**src/rtl/core/sac_pkg.sv**
```systemverilog
package sac_pkg;

	localparam int CW       = 24;            // coordinate width
	localparam int NW       = CW + 1;        // difference width
	localparam int FB       = 16;            // time fraction bits
	localparam int QB       = 8 + FB + 1;    // quotient magnitude bits
	localparam int RW       = NW + FB;       // scaled numerator width
	localparam int TW       = CW + QB;       // trial divisor width
	localparam int RATIO_W  = 8 + FB + 3;    // signed ratio width, holds +/-INF
	localparam int DIV_LAT  = QB + 2;        // divider register stages
	localparam int ET_W     = FB + 1;

	localparam logic signed [RATIO_W-1:0] ONE_T = RATIO_W'(1) <<< FB;
	localparam logic signed [RATIO_W-1:0] SAT_T = RATIO_W'(1) <<< (FB + 8);
	localparam logic signed [RATIO_W-1:0] INF_T = RATIO_W'(1) <<< (FB + 9);

	typedef struct packed {
		logic early_miss;
		logic dx_zero;
		logic dy_zero;
		logic dx_pos;
		logic dy_pos;
	} ctrl_t;

	typedef struct packed {
		ctrl_t                 ctrl;
		logic signed [NW-1:0]  xe_num;
		logic signed [NW-1:0]  xx_num;
		logic signed [NW-1:0]  ye_num;
		logic signed [NW-1:0]  yx_num;
		logic signed [CW-1:0]  dx_den;
		logic signed [CW-1:0]  dy_den;
	} front_t;

endpackage

```
**src/rtl/core/sac_resolve.sv**
```systemverilog
module sac_resolve (
	input  sac_pkg::ctrl_t                     ctrl,
	input  logic signed [sac_pkg::RATIO_W-1:0] rxe,
	input  logic signed [sac_pkg::RATIO_W-1:0] rxx,
	input  logic signed [sac_pkg::RATIO_W-1:0] rye,
	input  logic signed [sac_pkg::RATIO_W-1:0] ryx,
	output logic                               hit,
	output logic [sac_pkg::ET_W-1:0]           entry_time,
	output logic signed [1:0]                  normal_x,
	output logic signed [1:0]                  normal_y
);

	logic signed [sac_pkg::RATIO_W-1:0] txe, txx, tye, tyx, te, tx;
	logic x_face;

	always_comb begin
		txe = ctrl.dx_zero ? -sac_pkg::INF_T : rxe;
		txx = ctrl.dx_zero ?  sac_pkg::INF_T : rxx;
		tye = ctrl.dy_zero ? -sac_pkg::INF_T : rye;
		tyx = ctrl.dy_zero ?  sac_pkg::INF_T : ryx;
		x_face = txe > tye;
		te = x_face ? txe : tye;
		tx = (txx < tyx) ? txx : tyx;
		hit = !(ctrl.early_miss || (txe[sac_pkg::RATIO_W-1] && tye[sac_pkg::RATIO_W-1])
			|| (txe > sac_pkg::ONE_T) || (tye > sac_pkg::ONE_T) || (te > tx));
		entry_time = hit ? te[sac_pkg::ET_W-1:0] : '0;
		normal_x = (hit && x_face) ? (ctrl.dx_pos ? 2'sb11 : 2'sb01) : 2'sb00;
		normal_y = (hit && !x_face) ? (ctrl.dy_pos ? 2'sb11 : 2'sb01) : 2'sb00;
	end

endmodule

```
**config.mk**
```make
export PLATFORM = sky130hd
export DESIGN_NAME = sac_resolve
export DESIGN_NICKNAME = d
export VERILOG_FILES = /design/src/rtl/core/sac_pkg.sv /design/src/rtl/core/sac_resolve.sv
export SDC_FILE = /design/constraint.sdc
export NUM_CORES = 1
export LEC_CHECK = 0
export ABC_CLOCK_PERIOD_IN_PS = 13100
export BUFFER_PORTS_ARGS = -buffer_cell sky130_fd_sc_hd__buf_2
export CAP_MARGIN = 20
export CORE_MARGIN = 2
export CORE_UTILIZATION = 25
export DETAILED_ROUTE_END_ITERATION = 12
export SKIP_LAST_GASP = 1
export SYNTH_ARGS = -nofsm -noshare
export SYNTH_HDL_FRONTEND = slang
export SYNTH_SLANG_ARGS = --single-unit
```
**constraint.sdc**
```tcl
create_clock -name vclk -period 13.1
set_input_delay 0.655 -clock vclk [all_inputs]
set_output_delay 0.655 -clock vclk [all_outputs]
set_load 0.1 [all_outputs]
```
==> summary.txt <==
==============================================================================
Leading cell type by number of instances after synthesis ........ sky130_fd_sc_hd__ha_1
Storage element area ............................................        0 um2
Die Area ........................................................  0.01653 mm2
Total of buffers placed on input and output ports ...............          135
Fraction of layout instances using a drive strength above 1 .....       22.80%
IR drop worst, VDD ..............................................     20.67 uV
Area of the mapped netlist ...................................... 0.003880 mm2
Slew @ Worst Pin ................................................    0.7595 ns
Crit-path max FO ................................................           40
Count of placed standard cells including taps ...................          846
Utilization after layout ........................................       30.89%
Final std cells w/o fill ........................................          847
Setup repair after global routing missed its margin .............           no
Number of cells produced by synthesis ...........................          545
Core area .......................................................  0.01520 mm2
Setup Buffers After CTS .........................................            0
YS warnings .....................................................            0
Sequential cell fraction of total power .........................           0%
Power per cell area ............................................. 48.46 mW/mm2
Hold-critical path depth ........................................            4
Clock tree buffer count of the final layout .....................            0
Nets ............................................................          850
First-pass GRT wire length ......................................     20710 um
Cell chain of the critical path ................................. buf_2 > inv_2 > nand2_1 > ha_1 > a21oi_1 > o21ai_0 > a21o_1 > a211oi_1 > a31oi_2 > o21ai_4 > buf_4 > mux2_1 > ha_1 > nand4_1 > nor4_1 > nand4_1 > o2111ai_1 > mux2i_4 > nand2_1 > a21oi_1 > buf_2
Max_slew headroom ...............................................       48.29%
Worst setup path category ....................................... input port to output pin
Global placer's final weighted congestion .......................       0.9095
Drt total wl ....................................................     13590 um
Worst path slowest cell ......................................... sky130_fd_sc_hd__mux2i_4
Number of maximum-capacitance constraint violations .............            0
Detail-routed via count per cell ................................        5.183
Mean Syn Cell Area ..............................................    7.119 um2
Crit path launch type ...........................................   input port
Detailed placement HPWL .........................................     11750 um
Hold EP .........................................................  normal_x[1]
Synth top area share ............................................       24.83%
Required arrival time at the worst endpoint .....................     12.44 ns
Proportion of power drawn by the clock network ..................           0%
Final worst path period share ...................................       66.30%
Max Freq ........................................................   0.1151 GHz
Hold Crit Class ................................................. input port to output pin
Post-synth net total ............................................          735
Die extent in x .................................................     128.6 um
Cells taking the most area after synthesis ...................... sky130_fd_sc_hd__ha_1, sky130_fd_sc_hd__mux2i_1, sky130_fd_sc_hd__nor2b_1, sky130_fd_sc_hd__nand2_1, sky130_fd_sc_hd__inv_1
Number of global-route vias before repair .......................         4200
Worst Min Path Start ............................................      ctrl[1]
Outcome ......................................................... finished, final reports clean
Core Rows .......................................................           45
Switching share of power ........................................       60.74%
Global-route usage over all layers ..............................       15.51%
Y dimension of the die ..........................................     128.6 um
Post-synthesis cell type count ..................................           59
First-pass DRT Iterations .......................................            4
Setup TNS .......................................................         0 ns
Leading cell types by count after synthesis ..................... sky130_fd_sc_hd__ha_1, sky130_fd_sc_hd__mux2i_1, sky130_fd_sc_hd__nor2b_1, sky130_fd_sc_hd__nand2_1, sky130_fd_sc_hd__inv_1
IO Count ........................................................          135
Slowest stage delay, CP .........................................      0.73 ns
Worst-case hold slack ...........................................     1.774 ns
Cell type contributing the most total cell area after synthesis . sky130_fd_sc_hd__ha_1
Initial antenna violation count .................................            1
Relative area change from synthesis to final layout .............       21.03%
Number of sequential cells in the layout ........................            0
DR iter-0 viols .................................................          285
Cts hold-fix bufs ...............................................            0
Post-layout minimum cycle time ..................................     8.685 ns
Share of synthesized area occupied by flip-flops and latches ....           0%
Leak ............................................................     2.460 nW
Final Hold Violating Endpoints ..................................            0
Endpoint type of the worst setup path ...........................   output pin
Combinational Power Share .......................................       100.0%
CP arrival ......................................................      8.03 ns
Initial Util ....................................................       25.52%
Number of vias after detailed routing ...........................         4390
Internal Pwr Total ..............................................   0.08933 mW
Post-detailed-route wirelength per cell .........................     16.04 um
Remaining DRCs ..................................................            0
Final-report max-slew violation count ...........................            0
Number of gates resized after CTS ...............................            0
Pin count of the biggest net entering global routing ............           42
Number of nets with antenna violations after detailed routing ...            0
Overflow left after global routing ..............................            0
Switching power summed over all nets ............................    0.1382 mW
Final setup violation count .....................................            0
==============================================================================
area by class of cell:
type / count / area [um2]
Fill cell: 1719 / 10510
Timing Repair Buffer: 138 / 698.2
Tap cell: 188 / 235.2
Multi-Input combinational cell: 462 / 3542
Inverter: 58 / 217.7
Antenna cell: 1 / 2.502
how the worst max path moves through the flow:
| stage | from | endpoint | slack (ns) | cells after the start |
|---|---|---|---|---|
| after floorplan | ctrl[3] | entry_time[10] | 5.50 | 23 |
| after global placement | ctrl[2] | entry_time[4] | 4.64 | 21 |
| after detailed placement | ctrl[2] | entry_time[4] | 4.45 | 21 |
| after CTS | ctrl[2] | entry_time[4] | 4.41 | 21 |
| after global routing | ctrl[3] | entry_time[4] | 3.79 | 22 |
| final | ctrl[2] | entry_time[6] | 4.41 | 21 |
per-layer routing:
layer  track usage [%]  routed length, um
met5                 0                  0
met4             3.517                388
met3             2.121                915
met2             27.94               6415
met1             19.62               5870
power groups by stage:
stage | Clock [mW] | Combinational (mW) | Sequential (mW)
after detailed placement | 0 | 0.228 | 0
after CTS | 0 | 0.229 | 0
after floorplan | 0 | 0.171 | 0
after global routing | 0.0000000102 | 0.253 | 0
after global placement | 0 | 0.226 | 0
final | 0.0000000102 | 0.228 | 0
stage by stage:
stage / area, um2 / setup slack (ns) / total power, mW
after floorplan: 3880 / 5.500 / 0.1712
after global placement: 4693 / 4.642 / 0.2265
after detailed placement: 4693 / 4.454 / 0.2279
after CTS: 4693 / 4.411 / 0.2291
after global routing: 4696 / 3.788 / 0.2528
final: 4696 / 4.415 / 0.2275
logic make-up (layout without fill, tap and decap cells):
family | count (synthesis) | after routing | synth area share, %
adders and majority gates | 78 | 78 | 25.09
buffers and inverters | 83 | 196 | 9.223
other | 0 | 1 | 0
muxes | 63 | 63 | 16.64
xor gates and xnor gates | 1 | 1 | 0.2258
AOI/OAI and AO/OA | 101 | 101 | 18.22
and+or+nand+nor | 219 | 219 | 30.60
cell usage in the layout, fill, tap and decap left out, types with 2 or more instances in the layout:
master and n:
sky130_fd_sc_hd__ha_1 77, sky130_fd_sc_hd__inv_2 3, sky130_fd_sc_hd__o21bai_1 2, sky130_fd_sc_hd__inv_1 55, sky130_fd_sc_hd__nand3b_1 2, sky130_fd_sc_hd__o2111ai_1 9
sky130_fd_sc_hd__nor3_1 2, sky130_fd_sc_hd__mux2i_4 2, sky130_fd_sc_hd__nand2b_1 9, sky130_fd_sc_hd__o21a_1 4, sky130_fd_sc_hd__mux2i_1 59, sky130_fd_sc_hd__o21ai_1 3
sky130_fd_sc_hd__a21oi_1 28, sky130_fd_sc_hd__and3_1 5, sky130_fd_sc_hd__nor4_1 8, sky130_fd_sc_hd__o21ai_0 11, sky130_fd_sc_hd__nor2b_1 58, sky130_fd_sc_hd__and4_1 6
sky130_fd_sc_hd__nand4_1 23, sky130_fd_sc_hd__buf_4 3, sky130_fd_sc_hd__buf_2 135, sky130_fd_sc_hd__a211oi_1 8, sky130_fd_sc_hd__nor2_1 18, sky130_fd_sc_hd__a31oi_1 5
sky130_fd_sc_hd__a21o_1 10, sky130_fd_sc_hd__nand3_1 22, sky130_fd_sc_hd__o211ai_1 6, sky130_fd_sc_hd__nand2_1 57, sky130_fd_sc_hd__or4_1 2
critical path, delay by kind of cell:
kind / cells / cell delay, ns
compound gates: 8 / 2.26
buf+inv: 4 / 1.98
simple gates: 5 / 1.35
mux: 2 / 1.12
fa+ha+maj: 2 / 0.59
No activity file was read; power rests on OpenSTA's default activity.
