**src/rtl/core/sac_pkg.sv**
```systemverilog
package sac_pkg;

	localparam int CW       = 24;            // coordinate width
	localparam int NW       = CW + 1;        // difference width
	localparam int FB       = 16;            // time fraction bits
	localparam int QB       = 8 + FB + 1;    // quotient magnitude bits
	localparam int RW       = NW + FB;       // scaled numerator width
	localparam int TW       = CW + QB;       // trial divisor width
	localparam int RATIO_W  = 8 + FB + 3;    // signed ratio width, holds +/-INF
	localparam int DIV_LAT  = QB + 2;        // divider register stages
	localparam int ET_W     = FB + 1;

	localparam logic signed [RATIO_W-1:0] ONE_T = RATIO_W'(1) <<< FB;
	localparam logic signed [RATIO_W-1:0] SAT_T = RATIO_W'(1) <<< (FB + 8);
	localparam logic signed [RATIO_W-1:0] INF_T = RATIO_W'(1) <<< (FB + 9);

	typedef struct packed {
		logic early_miss;
		logic dx_zero;
		logic dy_zero;
		logic dx_pos;
		logic dy_pos;
	} ctrl_t;

	typedef struct packed {
		ctrl_t                 ctrl;
		logic signed [NW-1:0]  xe_num;
		logic signed [NW-1:0]  xx_num;
		logic signed [NW-1:0]  ye_num;
		logic signed [NW-1:0]  yx_num;
		logic signed [CW-1:0]  dx_den;
		logic signed [CW-1:0]  dy_den;
	} front_t;

endpackage

```
**src/rtl/core/sac_div.sv**
```systemverilog
// Floor of (num * 2^FB) / den, saturated, one quotient bit per stage.
module sac_div (
	input  logic                              clk,
	input  logic                              en,
	input  logic signed [sac_pkg::NW-1:0]     num,
	input  logic signed [sac_pkg::CW-1:0]     den,
	output logic signed [sac_pkg::RATIO_W-1:0] ratio_s
);

	localparam int QB = sac_pkg::QB;
	localparam int RW = sac_pkg::RW;
	localparam int TW = sac_pkg::TW;
	localparam int CW = sac_pkg::CW;
	localparam int NW = sac_pkg::NW;
	localparam int RTW = sac_pkg::RATIO_W;

	logic [RW-1:0] rem_s [0:QB];
	logic [QB-1:0] quo_s [0:QB];
	logic [CW-1:0] dvs_s [0:QB];
	logic          neg_s [0:QB];
	logic          ovf_s [0:QB];

	logic [NW-1:0] n_abs;
	logic [CW-1:0] d_abs;
	logic          p_ovf, p_neg;

	always_comb begin
		n_abs = num[NW-1] ? NW'(-num) : NW'(num);
		d_abs = den[CW-1] ? CW'(-den) : CW'(den);
		p_ovf = TW'({n_abs, {sac_pkg::FB{1'b0}}}) >= (TW'(d_abs) << QB);
		p_neg = (num[NW-1] ^ den[CW-1]) && (num != '0);
	end

	always_ff @(posedge clk) begin
		if (en) begin
			rem_s[0] <= {n_abs, {sac_pkg::FB{1'b0}}};
			quo_s[0] <= '0;
			dvs_s[0] <= d_abs;
			neg_s[0] <= p_neg;
			ovf_s[0] <= p_ovf;
		end
	end

	for (genvar k = 0; k < QB; k++) begin : g_stage
		localparam int BIT = QB - 1 - k;
		logic [TW-1:0] trial;
		logic          take;
		always_comb begin
			trial = TW'(dvs_s[k]) << BIT;
			take  = TW'(rem_s[k]) >= trial;
		end
		always_ff @(posedge clk) begin
			if (en) begin
				rem_s[k+1] <= take ? RW'(TW'(rem_s[k]) - trial) : rem_s[k];
				quo_s[k+1] <= quo_s[k] | (take ? (QB'(1) << BIT) : '0);
				dvs_s[k+1] <= dvs_s[k];
				neg_s[k+1] <= neg_s[k];
				ovf_s[k+1] <= ovf_s[k];
			end
		end
	end

	logic [QB:0]    mag_f;
	logic [RTW-1:0] mag_c;

	always_comb begin
		mag_f = {1'b0, quo_s[QB]} + ((neg_s[QB] && (rem_s[QB] != '0)) ? (QB+1)'(1) : '0);
		if (ovf_s[QB] || (RTW'(mag_f) > RTW'(sac_pkg::SAT_T))) mag_c = sac_pkg::SAT_T;
		else mag_c = RTW'(mag_f);
	end

	always_ff @(posedge clk) begin
		if (en) ratio_s <= neg_s[QB] ? -$signed(mag_c) : $signed(mag_c);
	end

endmodule

```
**config.mk**
```make
export PLATFORM = sky130hd
export DESIGN_NAME = sac_div
export DESIGN_NICKNAME = d
export VERILOG_FILES = /design/src/rtl/core/sac_pkg.sv /design/src/rtl/core/sac_div.sv
export SDC_FILE = /design/constraint.sdc
export NUM_CORES = 2
export LEC_CHECK = 0
export BUFFER_PORTS_ARGS = -buffer_cell sky130_fd_sc_hd__clkbuf_2
export CAP_MARGIN = 5
export CORE_MARGIN = 1.5
export CORE_UTILIZATION = 30
export CTS_BUF_LIST = sky130_fd_sc_hd__clkbuf_4 sky130_fd_sc_hd__clkbuf_8
export DETAILED_ROUTE_END_ITERATION = 7
export PLACE_DENSITY_LB_ADDON = 0.1
export SLEW_MARGIN = 25
export SYNTH_ARGS = -nofsm -noshare
export SYNTH_HDL_FRONTEND = slang
export SYNTH_SLANG_ARGS = --single-unit
```
**constraint.sdc**
```tcl
create_clock -name clk -period 4.3 [get_ports clk]
set_clock_uncertainty 0.05 [all_clocks]
set_input_delay 0.86 -clock clk [delete_from_list [all_inputs] [get_ports clk]]
set_output_delay 0.86 -clock clk [all_outputs]
set_load 0.01 [all_outputs]
```
==> flow_summary.yaml <==
global_route:
  grt_remaining_overflow: 0
  grtUsageMet2_pct: 27.6
  grt_pass1_vias: 64779
  met3_usage_pct: 2.31
  grt_busiest_layer: "met2"
  grt_use_total_pct: 15.6
  met1_usage_pct: 19.7
  grt_max_degree: 104
  grt_pass1_wl_mm: 391
  antenna_found_initial: 8
min_path:
  hold_path_class: "input port to flop"
  min-delay-start: "num[7]"
placement:
  dp_slack_ps: -403
  place_hpwl_mm: 198
  port_buffers: 77
  gp_congestion: 0.846
critical_path:
  setup.worst_path.class: "flop to flop"
  critPathLaunchType: "flop"
  required_ps: 5020
  startpoint: "rem_s[6][53]"
  cp_max_fo: 5
  arrival_ps: 5060
  r2r_start: "rem_s[6][53]"
  worstSetupEndpointType: "flop"
clock_network:
  cts_buffers: 339
  cts_max_path_buffers: 4
  clk_pin_slew_ps: 60
  cts_tree: "done"
  insertion_delay_ps: 1040
  cts.sinks: 1790
  h-tree-depth: 5
  cts-root-buf: "clkbuf_8"
layout:
  nNetsFinal: 9501
  utilization_pct: 34.7
  drive_gt1_share_pct: 12.5
  syn_to_final_growth_pct: 15.0
floorplanning:
  die_w_um: 569
  ioPinCount: 78
  fp.dieH_um: 569
  rows: 207
  dieArea_um2: 324000
  core_um2: 318000
  initial_core_util_pct: 30.2
timing:
  setup_violations: 4
  worst_pin_slew_ps: 903
  maxSlewViolCount: 0
  finalCriticalPeriod_ps: 4340
  fmax_mhz: 231
  period_share_pct: 101
  rsz0062_at_grt: "yes"
  setup_ws_ps: -36.8
  slew_headroom_pct: 39.4
  hold_viol: 0
synth:
  synth-async-reset-ratio_pct: 0
  synth-seq-cells: 1790
  yosysWarnings: 0
  postSynthAreaPerCell_um2: 11.6
  synthDistinctLibCells: 98
  synth_top_flop_cell: "edfxtp_1"
  seq_area_frac_synth_pct: 55.9
  synthCells: 8320
  netlist_area_um2: 96100
  synth_edf_count: 1790
  syn_nets: 8989
detailed_routing:
  vias: 64438
  ant_nets: 0
  wirelength_mm: 259
  wl_per_cell_um: 19.5
  firstDrtPassIters: 8
  vias_per_cell: 4.86
  drc: 1
  drt_iter0_markers: 3884
power_and_ir_drop:
  cellLeakagePower_nw: 43.2
  totalPowerFinal_mw: 65.1
  power_density_nw_per_um2: 589
  peakVddDrop_uv: 305
job:
  drv_cap: 0
status:
  status: "finished with violations"
  failed_checks: "DRC, setup timing"
## registers in the layout, indices dropped and copies added, names as in the netlist
register	count
rem_s	786
dvs_s	600
quo_s	325
ratio_s	27
neg_s	26
ovf_s	26
## layout by cell type (no fill, tap or decap), types with 72 or more instances in the layout
cell type  synthesis  routed
a31oi_1           82      81
clkinv_1           3      72
xor2_1           258     257
o21ai_0          508     503
nand2b_1         110     107
clkbuf_4           0      96
xnor2_1          384     384
a21o_1           256     256
nand2_1          630     629
buf_4              6     213
ha_1             593     590
nor3_1           158     156
clkbuf_8           0     343
edfxtp_1        1790    1790
inv_1            769     768
nor2_1           538     534
a21oi_1          545     537
clkbuf_2           0      76
mux2_2           150     150
nand4_1           94      94
o21a_1           124     124
nor2b_1           83      83
nand3_1          136     134
## kinds of logic (layout without fill, tap and decap cells)
logic type | count (synthesis) | in the layout | share of synthesized area [%]
AND/OR/NAND/NOR | 2143 | 2143 | 10.9
AO/OA/AOI/OAI | 2017 | 2017 | 13.4
flip-flops | 1790 | 1790 | 55.9
buffers and inverters | 936 | 1700 | 3.73
XOR/XNOR | 642 | 642 | 5.85
adder cells (fa/ha/maj) | 618 | 618 | 8.24
multiplexers | 174 | 174 | 2.01
other | 0 | 6 | 0
## report_power, final
| part | switching [mW] | internal (mW) | leakage [nW] |
|---|---|---|---|
| Combinational | 12.5 | 9.24 | 22.2 |
| Clock | 7.56 | 9.61 | 3.57 |
| Sequential | 2.48 | 23.7 | 17.4 |
## synth_stat cells, drive strengths merged, types with 17 or more instances
library cell / count / share of area [%]
a2111oi: 31 / 0.32
a211o: 20 / 0.18
a211oi: 58 / 0.46
a21boi: 33 / 0.26
a21o: 257 / 2.0
a21oi: 545 / 2.8
a31o: 17 / 0.15
a31oi: 83 / 0.56
and2: 37 / 0.24
and3: 49 / 0.32
and4: 17 / 0.15
buf: 45 / 0.25
clkbuf: 113 / 0.44
edfxtp: 1790 / 56
fa: 25 / 0.52
ha: 593 / 7.7
inv: 774 / 3.0
mux2: 150 / 1.8
mux2i: 24 / 0.25
nand2: 630 / 2.5
nand2b: 110 / 0.72
nand3: 136 / 0.71
nand3b: 24 / 0.19
nand4: 95 / 0.62
nor2: 540 / 2.1
nor2b: 83 / 0.54
nor3: 159 / 0.83
nor4: 66 / 0.45
nor4b: 17 / 0.16
o211ai: 44 / 0.34
o21a: 124 / 0.97
o21ai: 510 / 2.7
o21bai: 52 / 0.41
o31a: 19 / 0.17
o31ai: 71 / 0.55
o41ai: 19 / 0.20
or2: 34 / 0.22
or3: 65 / 0.43
or4: 36 / 0.29
xnor2: 384 / 3.5
xor2: 258 / 2.4
## worst max-delay path, cell delays in order (launching register included)
cell       delay [ps]
edfxtp_1          380
nor4_2            270
buf_4             140
nand4_1           180
nor2_2            230
a41oi_2           130
ha_2              240
ha_4              170
xor2_2            140
or3_4             350
nor2_4            130
o2111ai_4         160
a2111oi_4         300
a41oi_2           200
nand2b_4          200
ha_4              160
inv_2              50
a21oi_2            40
buf_6             130
a21oi_2           130
nor3_2             40
a311o_1           280
## stage by stage
| stage | TNS, ps | hold slack [ps] | instance area, um2 | instances |
|---|---|---|---|---|
| floorplan | 0 | 350 | 96200 | 8320 |
| global placement | -4080 | 351 | 103000 | 12661 |
| detailed placement | -3250 | 355 | 103000 | 12661 |
| CTS | -1310 | 37.1 | 110000 | 13262 |
| global route | -2680 | 86.5 | 110000 | 13270 |
| finish | -64.0 | 191 | 110000 | 13270 |
## layout make-up
class                   count  area, um2
multi-input cells        5594      39000
inverters                 778       2920
repair buffers            329       2740
clock buffers             439       5440
well taps                4180       5230
flip-flops and latches   1790      53800
clock inverters           154       1370
fillers                 31384     208000
diodes                      6       15.0
## final timing paths
kind | depth (start not counted) | endpoint | slack [ps]
min reg2reg | 0 | dvs_s[4][71] | 340
min | 2 | rem_s[0][23] | 190
max | 21 | ratio_s[10] | -40
max reg2reg | 21 | ratio_s[10] | -40
## layer usage
| metal | vias to the layer above | wire length [um] |
|---|---|---|
| met5 | - | 0 |
| met4 | 0 | 6150 |
| met2 | 1199 | 128000 |
| met1 | 31116 | 115000 |
| met3 | 367 | 9670 |
| li1 | 31756 | - |
## repair_timing
item | 4_1_cts | 5_1_grt
hold buffers | 2 | 0
gates cloned | 1 | 0
buffers inserted | 5 | 4
gates resized for setup | 16 | 17
setup endpoints to repair | 13 | 13
endpoints found under the hold margin | 2 | 0
pin swaps | 18 | 16
No activity file was read; power rests on OpenSTA's default activity.
