### config.mk
export PLATFORM = sky130hd
export DESIGN_NAME = sac_front
export DESIGN_NICKNAME = d
export VERILOG_FILES = /design/src/rtl/core/sac_pkg.sv /design/src/rtl/core/sac_front.sv
export SDC_FILE = /design/constraint.sdc
export NUM_CORES = 1
export LEC_CHECK = 0
export BUFFER_PORTS_ARGS = -buffer_cell sky130_fd_sc_hd__buf_4
export CAP_MARGIN = 30
export CELL_PAD_IN_SITES_DETAIL_PLACEMENT = 1
export CELL_PAD_IN_SITES_GLOBAL_PLACEMENT = 2
export CORE_AREA = 4 4 230 232
export CTS_CLUSTER_SIZE = 12
export DETAILED_ROUTE_END_ITERATION = 10
export DIE_AREA = 0 0 234 236
export GPL_TIMING_DRIVEN = 0
export PLACE_DENSITY = 0.95
export SLEW_MARGIN = 25
export SYNTH_ARGS = -nofsm -noshare
export SYNTH_HDL_FRONTEND = slang
export SYNTH_SLANG_ARGS = --single-unit
### constraint.sdc
create_clock -name clk -period 10.2 [get_ports clk]
set_input_delay 1.53 -clock clk [delete_from_list [all_inputs] [get_ports clk]]
set_output_delay 1.53 -clock clk [all_outputs]
set_load 0.02 [all_outputs]
### src/rtl/core/sac_pkg.sv
package sac_pkg;

	localparam int CW       = 24;            // coordinate width
	localparam int NW       = CW + 1;        // difference width
	localparam int FB       = 16;            // time fraction bits
	localparam int QB       = 8 + FB + 1;    // quotient magnitude bits
	localparam int RW       = NW + FB;       // scaled numerator width
	localparam int TW       = CW + QB;       // trial divisor width
	localparam int RATIO_W  = 8 + FB + 3;    // signed ratio width, holds +/-INF
	localparam int DIV_LAT  = QB + 2;        // divider register stages
	localparam int ET_W     = FB + 1;

	localparam logic signed [RATIO_W-1:0] ONE_T = RATIO_W'(1) <<< FB;
	localparam logic signed [RATIO_W-1:0] SAT_T = RATIO_W'(1) <<< (FB + 8);
	localparam logic signed [RATIO_W-1:0] INF_T = RATIO_W'(1) <<< (FB + 9);

	typedef struct packed {
		logic early_miss;
		logic dx_zero;
		logic dy_zero;
		logic dx_pos;
		logic dy_pos;
	} ctrl_t;

	typedef struct packed {
		ctrl_t                 ctrl;
		logic signed [NW-1:0]  xe_num;
		logic signed [NW-1:0]  xx_num;
		logic signed [NW-1:0]  ye_num;
		logic signed [NW-1:0]  yx_num;
		logic signed [CW-1:0]  dx_den;
		logic signed [CW-1:0]  dy_den;
	} front_t;

endpackage

### src/rtl/core/sac_front.sv
module sac_front (
	input  logic                         clk,
	input  logic                         en,
	input  logic signed [sac_pkg::CW-1:0] mov_left,
	input  logic signed [sac_pkg::CW-1:0] mov_top,
	input  logic signed [sac_pkg::CW-1:0] mov_right,
	input  logic signed [sac_pkg::CW-1:0] mov_bottom,
	input  logic signed [sac_pkg::CW-1:0] move_dx,
	input  logic signed [sac_pkg::CW-1:0] move_dy,
	input  logic signed [sac_pkg::CW-1:0] stat_left,
	input  logic signed [sac_pkg::CW-1:0] stat_top,
	input  logic signed [sac_pkg::CW-1:0] stat_right,
	input  logic signed [sac_pkg::CW-1:0] stat_bottom,
	output sac_pkg::front_t              front_s1
);

	logic signed [sac_pkg::NW-1:0] ml, mt, mr, mb, dx, dy, sl, st, sr, sb;
	logic signed [sac_pkg::NW-1:0] bl, bt, br, bb;
	logic dx_pos, dy_pos, dx_zero, dy_zero, apart;
	sac_pkg::front_t front_d;

	always_comb begin
		ml = sac_pkg::NW'(mov_left);
		mt = sac_pkg::NW'(mov_top);
		mr = sac_pkg::NW'(mov_right);
		mb = sac_pkg::NW'(mov_bottom);
		dx = sac_pkg::NW'(move_dx);
		dy = sac_pkg::NW'(move_dy);
		sl = sac_pkg::NW'(stat_left);
		st = sac_pkg::NW'(stat_top);
		sr = sac_pkg::NW'(stat_right);
		sb = sac_pkg::NW'(stat_bottom);
		dx_pos  = !move_dx[sac_pkg::CW-1] && (move_dx != '0);
		dy_pos  = !move_dy[sac_pkg::CW-1] && (move_dy != '0);
		dx_zero = (move_dx == '0);
		dy_zero = (move_dy == '0);
		bl = dx_pos ? ml : ml + dx;
		bt = dy_pos ? mt : mt + dy;
		br = dx_pos ? mr + dx : mr;
		bb = dy_pos ? mb + dy : mb;
		apart = (br < sl) || (bl > sr) || (bb < st) || (bt > sb);
		front_d.ctrl.early_miss = apart || (dx_zero && dy_zero);
		front_d.ctrl.dx_zero    = dx_zero;
		front_d.ctrl.dy_zero    = dy_zero;
		front_d.ctrl.dx_pos     = dx_pos;
		front_d.ctrl.dy_pos     = dy_pos;
		front_d.xe_num = dx_pos ? sl - mr : sr - ml;
		front_d.xx_num = dx_pos ? sr - ml : sl - mr;
		front_d.ye_num = dy_pos ? st - mb : sb - mt;
		front_d.yx_num = dy_pos ? sb - mt : st - mb;
		// zero motion axis is overridden later; keep the divisor nonzero
		front_d.dx_den = dx_zero ? sac_pkg::CW'(1) : move_dx;
		front_d.dy_den = dy_zero ? sac_pkg::CW'(1) : move_dy;
	end

	always_ff @(posedge clk) begin
		if (en) front_s1 <= front_d;
	end

endmodule

==> impl_results.html <==
<table>
<tr><th>Metric</th><th>Value</th></tr>
<tr><th colspan="2">Power and ir drop</th></tr>
<tr><td>Power density relative to cell area</td><td>~120 nW/um^2</td></tr>
<tr><td>Leakage Power</td><td>around 11 nW</td></tr>
<tr><td>Pint</td><td>around 0.0017 W</td></tr>
<tr><td>Switching power</td><td>0.00112 W</td></tr>
<tr><td>Post-route total power</td><td>~0.0028 W</td></tr>
<tr><td>Gate power share</td><td>0.478</td></tr>
<tr><td>Maximum resistive drop on vdd</td><td>slightly below 0.0001 V</td></tr>
<tr><td>Fraction of power spent switching nets</td><td>0.403</td></tr>
<tr><td>Power share of the sequential group</td><td>0.297</td></tr>
<tr><td>Clock share of power</td><td>0.225</td></tr>
<tr><th colspan="2">Worst hold path</th></tr>
<tr><td>Worst Hold Path Cells</td><td>2</td></tr>
<tr><td>Hold Path Class</td><td>primary input to register</td></tr>
<tr><td>Worst Hold End</td><td>front_s1[25]</td></tr>
<tr><td>Source of the worst hold timing path</td><td>move_dx[1]</td></tr>
<tr><th colspan="2">STA</th></tr>
<tr><td>Slew at the pin with the worst max-slew slack</td><td>a little under 1000 ps</td></tr>
<tr><td>Maximum clock frequency</td><td>between 100 and 150 MHz</td></tr>
<tr><td>Final period util</td><td>0.704</td></tr>
<tr><td>Unrepaired setup endpoints after global routing</td><td>no</td></tr>
<tr><td>Number of setup violations in the final report</td><td>0</td></tr>
<tr><td>Shortest period the worst path allows</td><td>7180 ps</td></tr>
<tr><td>Final number of hold-violating endpoints</td><td>0</td></tr>
<tr><td>Normalized max-slew margin</td><td>0.349</td></tr>
<tr><td>Total Negative Setup Slacks</td><td>0 ps</td></tr>
<tr><td>Worst setup slack after layout</td><td>between 3000 and 4000 ps</td></tr>
<tr><td>Final count of pins violating max slew</td><td>0</td></tr>
<tr><th colspan="2">Routing</th></tr>
<tr><td>DRC marker count from the first detailed-route iteration</td><td>737</td></tr>
<tr><td>Drt first pass iters</td><td>5</td></tr>
<tr><td>Number of DRC violations after detailed routing</td><td>0</td></tr>
<tr><td>Count of nets left with antenna violations after detail routing</td><td>0</td></tr>
<tr><td>Wire length per cell after detailed routing</td><td>between 20 and 25 um</td></tr>
<tr><td>Avg Vias per Cell</td><td>around 5.4</td></tr>
<tr><td>Total wire length</td><td>roughly 70000 um</td></tr>
<tr><td>Routed via count</td><td>18000</td></tr>
<tr><th colspan="2">Synthesis</th></tr>
<tr><td>Cells taking the most area after synthesis</td><td>edfxtp_1, ha_1, nand2_1</td></tr>
<tr><td>Cell taking the most area after synthesis</td><td>edfxtp_1</td></tr>
<tr><td>Fraction of synthesized cell area taken by the top area cell type</td><td>0.253</td></tr>
<tr><td>Total number of yosys warnings</td><td>0</td></tr>
<tr><td>Post-Syn Area per Cell</td><td>slightly above 8 um^2</td></tr>
<tr><td>Sequential cell area fraction in the yosys report</td><td>0.253</td></tr>
<tr><td>Synthesis-stage register bit count</td><td>153</td></tr>
<tr><td>Number of distinct library cells after synthesis</td><td>82</td></tr>
<tr><td>EDFF count, synth</td><td>~150</td></tr>
<tr><td>Asr flop ratio synth</td><td>0</td></tr>
<tr><td>Synth cell count leaders</td><td>ha_1, nand2_1, inv_1</td></tr>
<tr><td>Synthesized instance count</td><td>between 2000 and 2500</td></tr>
<tr><td>Mapped cell area</td><td>~18000 um^2</td></tr>
<tr><td>Mapped Nets</td><td>2757</td></tr>
<tr><td>Flip-flop cell with the highest count after synthesis</td><td>edfxtp_1</td></tr>
<tr><td>Most repeated cell in the gate-level netlist after synthesis</td><td>ha_1</td></tr>
<tr><th colspan="2">Worst setup path</th></tr>
<tr><td>Required time of the critical path</td><td>between 10000 and 15000 ps</td></tr>
<tr><td>Critical path class</td><td>primary input to register</td></tr>
<tr><td>Cell with the largest stage delay on the worst path</td><td>nor4_1</td></tr>
<tr><td>Cell Chain, Critical Path</td><td>buf_4 -&gt; nor4_1 -&gt; nand4_1 -&gt; nor2_2 -&gt; or2_1 -&gt; buf_4 -&gt; clkbuf_1 -&gt; clkbuf_1 -&gt; a21oi_1 -&gt; ha_1 -&gt; and4_1 -&gt; nand2_1 -&gt; nor3_1 -&gt; a221oi_1 -&gt; o22a_1 -&gt; or4_1</td></tr>
<tr><td>CP startpoint kind</td><td>primary input</td></tr>
<tr><td>Critical path fanouts, max</td><td>10</td></tr>
<tr><td>Crit path largest cell delay</td><td>around 820 ps</td></tr>
<tr><td>Crit path DAT</td><td>about 7400 ps</td></tr>
<tr><td>Setup crit end kind</td><td>register</td></tr>
<tr><th colspan="2">Clocking</th></tr>
<tr><td>Worst-path clk slew</td><td>roughly 80 ps</td></tr>
<tr><td>Number of clock sinks seen by CTS</td><td>153</td></tr>
<tr><td>Maximum count of clock buffers along a single path</td><td>2</td></tr>
<tr><td>Number of H-tree levels</td><td>4</td></tr>
<tr><td>CTS tree</td><td>done</td></tr>
<tr><td>Setup bufs post-CTS</td><td>0</td></tr>
<tr><td>Post-cts resize count</td><td>0</td></tr>
<tr><td>Cell chosen for the clock root</td><td>clkbuf_16</td></tr>
<tr><td>Count of hold-fix buffers inserted at cts</td><td>0</td></tr>
<tr><td>Total CTS buffers</td><td>17</td></tr>
<tr><th colspan="2">Layout</th></tr>
<tr><td>Area of the multi-input gates</td><td>12400 um^2</td></tr>
<tr><td>Count of nets after finishing</td><td>approximately 3200</td></tr>
<tr><td>FILL cells</td><td>around 6200</td></tr>
<tr><td>Sequential cell area</td><td>4590 um^2</td></tr>
<tr><td>Growth of design area from synthesis to finish</td><td>24.4%</td></tr>
<tr><td>Top Registers</td><td>front_s1 (153)</td></tr>
<tr><td>Share of layout cells above drive strength 1</td><td>0.178</td></tr>
<tr><td>Register bank with the most flops</td><td>front_s1</td></tr>
<tr><td>Flip-flop count of the largest register, all copies and words added</td><td>~150</td></tr>
<tr><td>Final design area excluding fillers</td><td>around 23000 um^2</td></tr>
<tr><th colspan="2">Die</th></tr>
<tr><td>Vert. Die Dim</td><td>236 um</td></tr>
<tr><td>Die W</td><td>about 230 um</td></tr>
<tr><td>Initial Util</td><td>0.357</td></tr>
<tr><td>Die area</td><td>around 55000 um^2</td></tr>
<tr><td>Number of rows created at floorplan</td><td>83</td></tr>
<tr><td>Floorplan core area</td><td>approximately 51000 um^2</td></tr>
<tr><td>Top Ports</td><td>395</td></tr>
<tr><th colspan="2">Place</th></tr>
<tr><td>HPWL Detailed</td><td>between 60000 and 70000 um</td></tr>
<tr><td>Pre-CTS WS</td><td>about 2200 ps</td></tr>
<tr><td>Cell area after placement</td><td>22000 um^2</td></tr>
<tr><td>Weighted congestion at the end of routability-driven global placement</td><td>just over 0.9</td></tr>
<tr><td>Number of buffer cells added on primary ports</td><td>394</td></tr>
<tr><th colspan="2">Global routing</th></tr>
<tr><td>Wire length of the first global-routing pass</td><td>around 110000 um</td></tr>
<tr><td>Maximum number of pins on one net before global-route repair</td><td>90</td></tr>
<tr><td>Vias in the first global route</td><td>~19000</td></tr>
<tr><td>Initial antenna violation count</td><td>5</td></tr>
<tr><td>Leftover overflow at the end of global routing</td><td>0</td></tr>
<tr><td>Global-route usage over all layers</td><td>0.257</td></tr>
<tr><th colspan="2">Run status</th></tr>
<tr><td>Status</td><td>completed</td></tr>
<tr><th colspan="2">Flow run</th></tr>
<tr><td>Max Cap Viol</td><td>0</td></tr>
</table>
[per-stage QoR]
stage / hold WS, ps / utilization / cells
floorplan: 1640 / - / 2217
global placement: 1830 / 0.431 / 3291
detailed placement: 1840 / 0.432 / 3293
CTS: 1300 / 0.443 / 3325
global route: 1330 / 0.443 / 3328
finish: 1330 / 0.444 / 3333
[per-layer routing]
layer | part of all wire | track usage | up-vias
li1 | - | - | 8718
met1 | 0.39 | 0.282 | 8774
met2 | 0.53 | 0.487 | 458
met3 | 0.048 | 0.0419 | 96
met4 | 0.034 | 0.0972 | 2
met5 | 0.00019 | 0 | -
[logic make-up (layout without fill, tap and decap cells)]
group,Yosys count,count (layout),synth area share
and+or+nand+nor,642,642,0.163
AOI/OAI and AO/OA,629,629,0.220
buffers and inverters,310,741,0.0642
adders and majority gates,298,298,0.208
xor gates and xnor gates,153,153,0.0737
DFF,153,153,0.253
muxes,32,32,0.0180
other,0,5,0
[layout by cell type, fill, tap and decap left out, drive strengths merged, types with 10 or more instances in the layout]
cell type  count
xor2          68
nand4         29
edfxtp       153
nor2b         40
inv          224
a211oi        18
o21bai        22
nand3         36
nor3          24
a21oi        190
nor2         136
a21o          80
o211ai        10
a31oi         17
clkbuf       101
nand2b        38
nand2        274
o31ai         13
o21ai        187
nor4          15
o21a          26
xnor2         85
and3          19
ha           290
buf          406
mux2i         26
[how the worst max path moves through the flow]
stage / from / to / cells after the start
final: move_dy[19] / front_s1[152] / 16
after global routing: move_dy[19] / front_s1[152] / 18
after CTS: move_dy[19] / front_s1[152] / 15
after detailed placement: move_dy[19] / front_s1[152] / 15
after global placement: move_dy[19] / front_s1[152] / 15
after floorplan: mov_left[1] / front_s1[152] / 20
[worst max-delay path: cells and delay by family]
family / cells / cell delay, ps
adder cells (fa/ha/maj): 1 / 330
AO/OA/AOI/OAI: 3 / 630
buffers and inverters: 4 / 1550
AND/OR/NAND/NOR: 8 / 3340
[power groups by stage]
stage	registers, W	clock network [W]	logic, W
after floorplan	0.000941	0	0.000713
after global placement	0.000840	0	0.00128
after detailed placement	0.000842	0	0.00132
after CTS	0.000829	0.000637	0.00133
after global routing	0.000834	0.000660	0.00146
final	0.000827	0.000628	0.00133
[cell type report]
cell class              count  area share
plain buffers              91      0.0153
clock inverters            15     0.00526
flip-flops and latches    153       0.203
clock buffers              17      0.0188
repair buffers            399       0.134
well taps                 680      0.0376
multi-input cells        1754       0.549
inverters                 219      0.0363
diodes                      5    0.000553
Power figures use the tool's default switching activity.
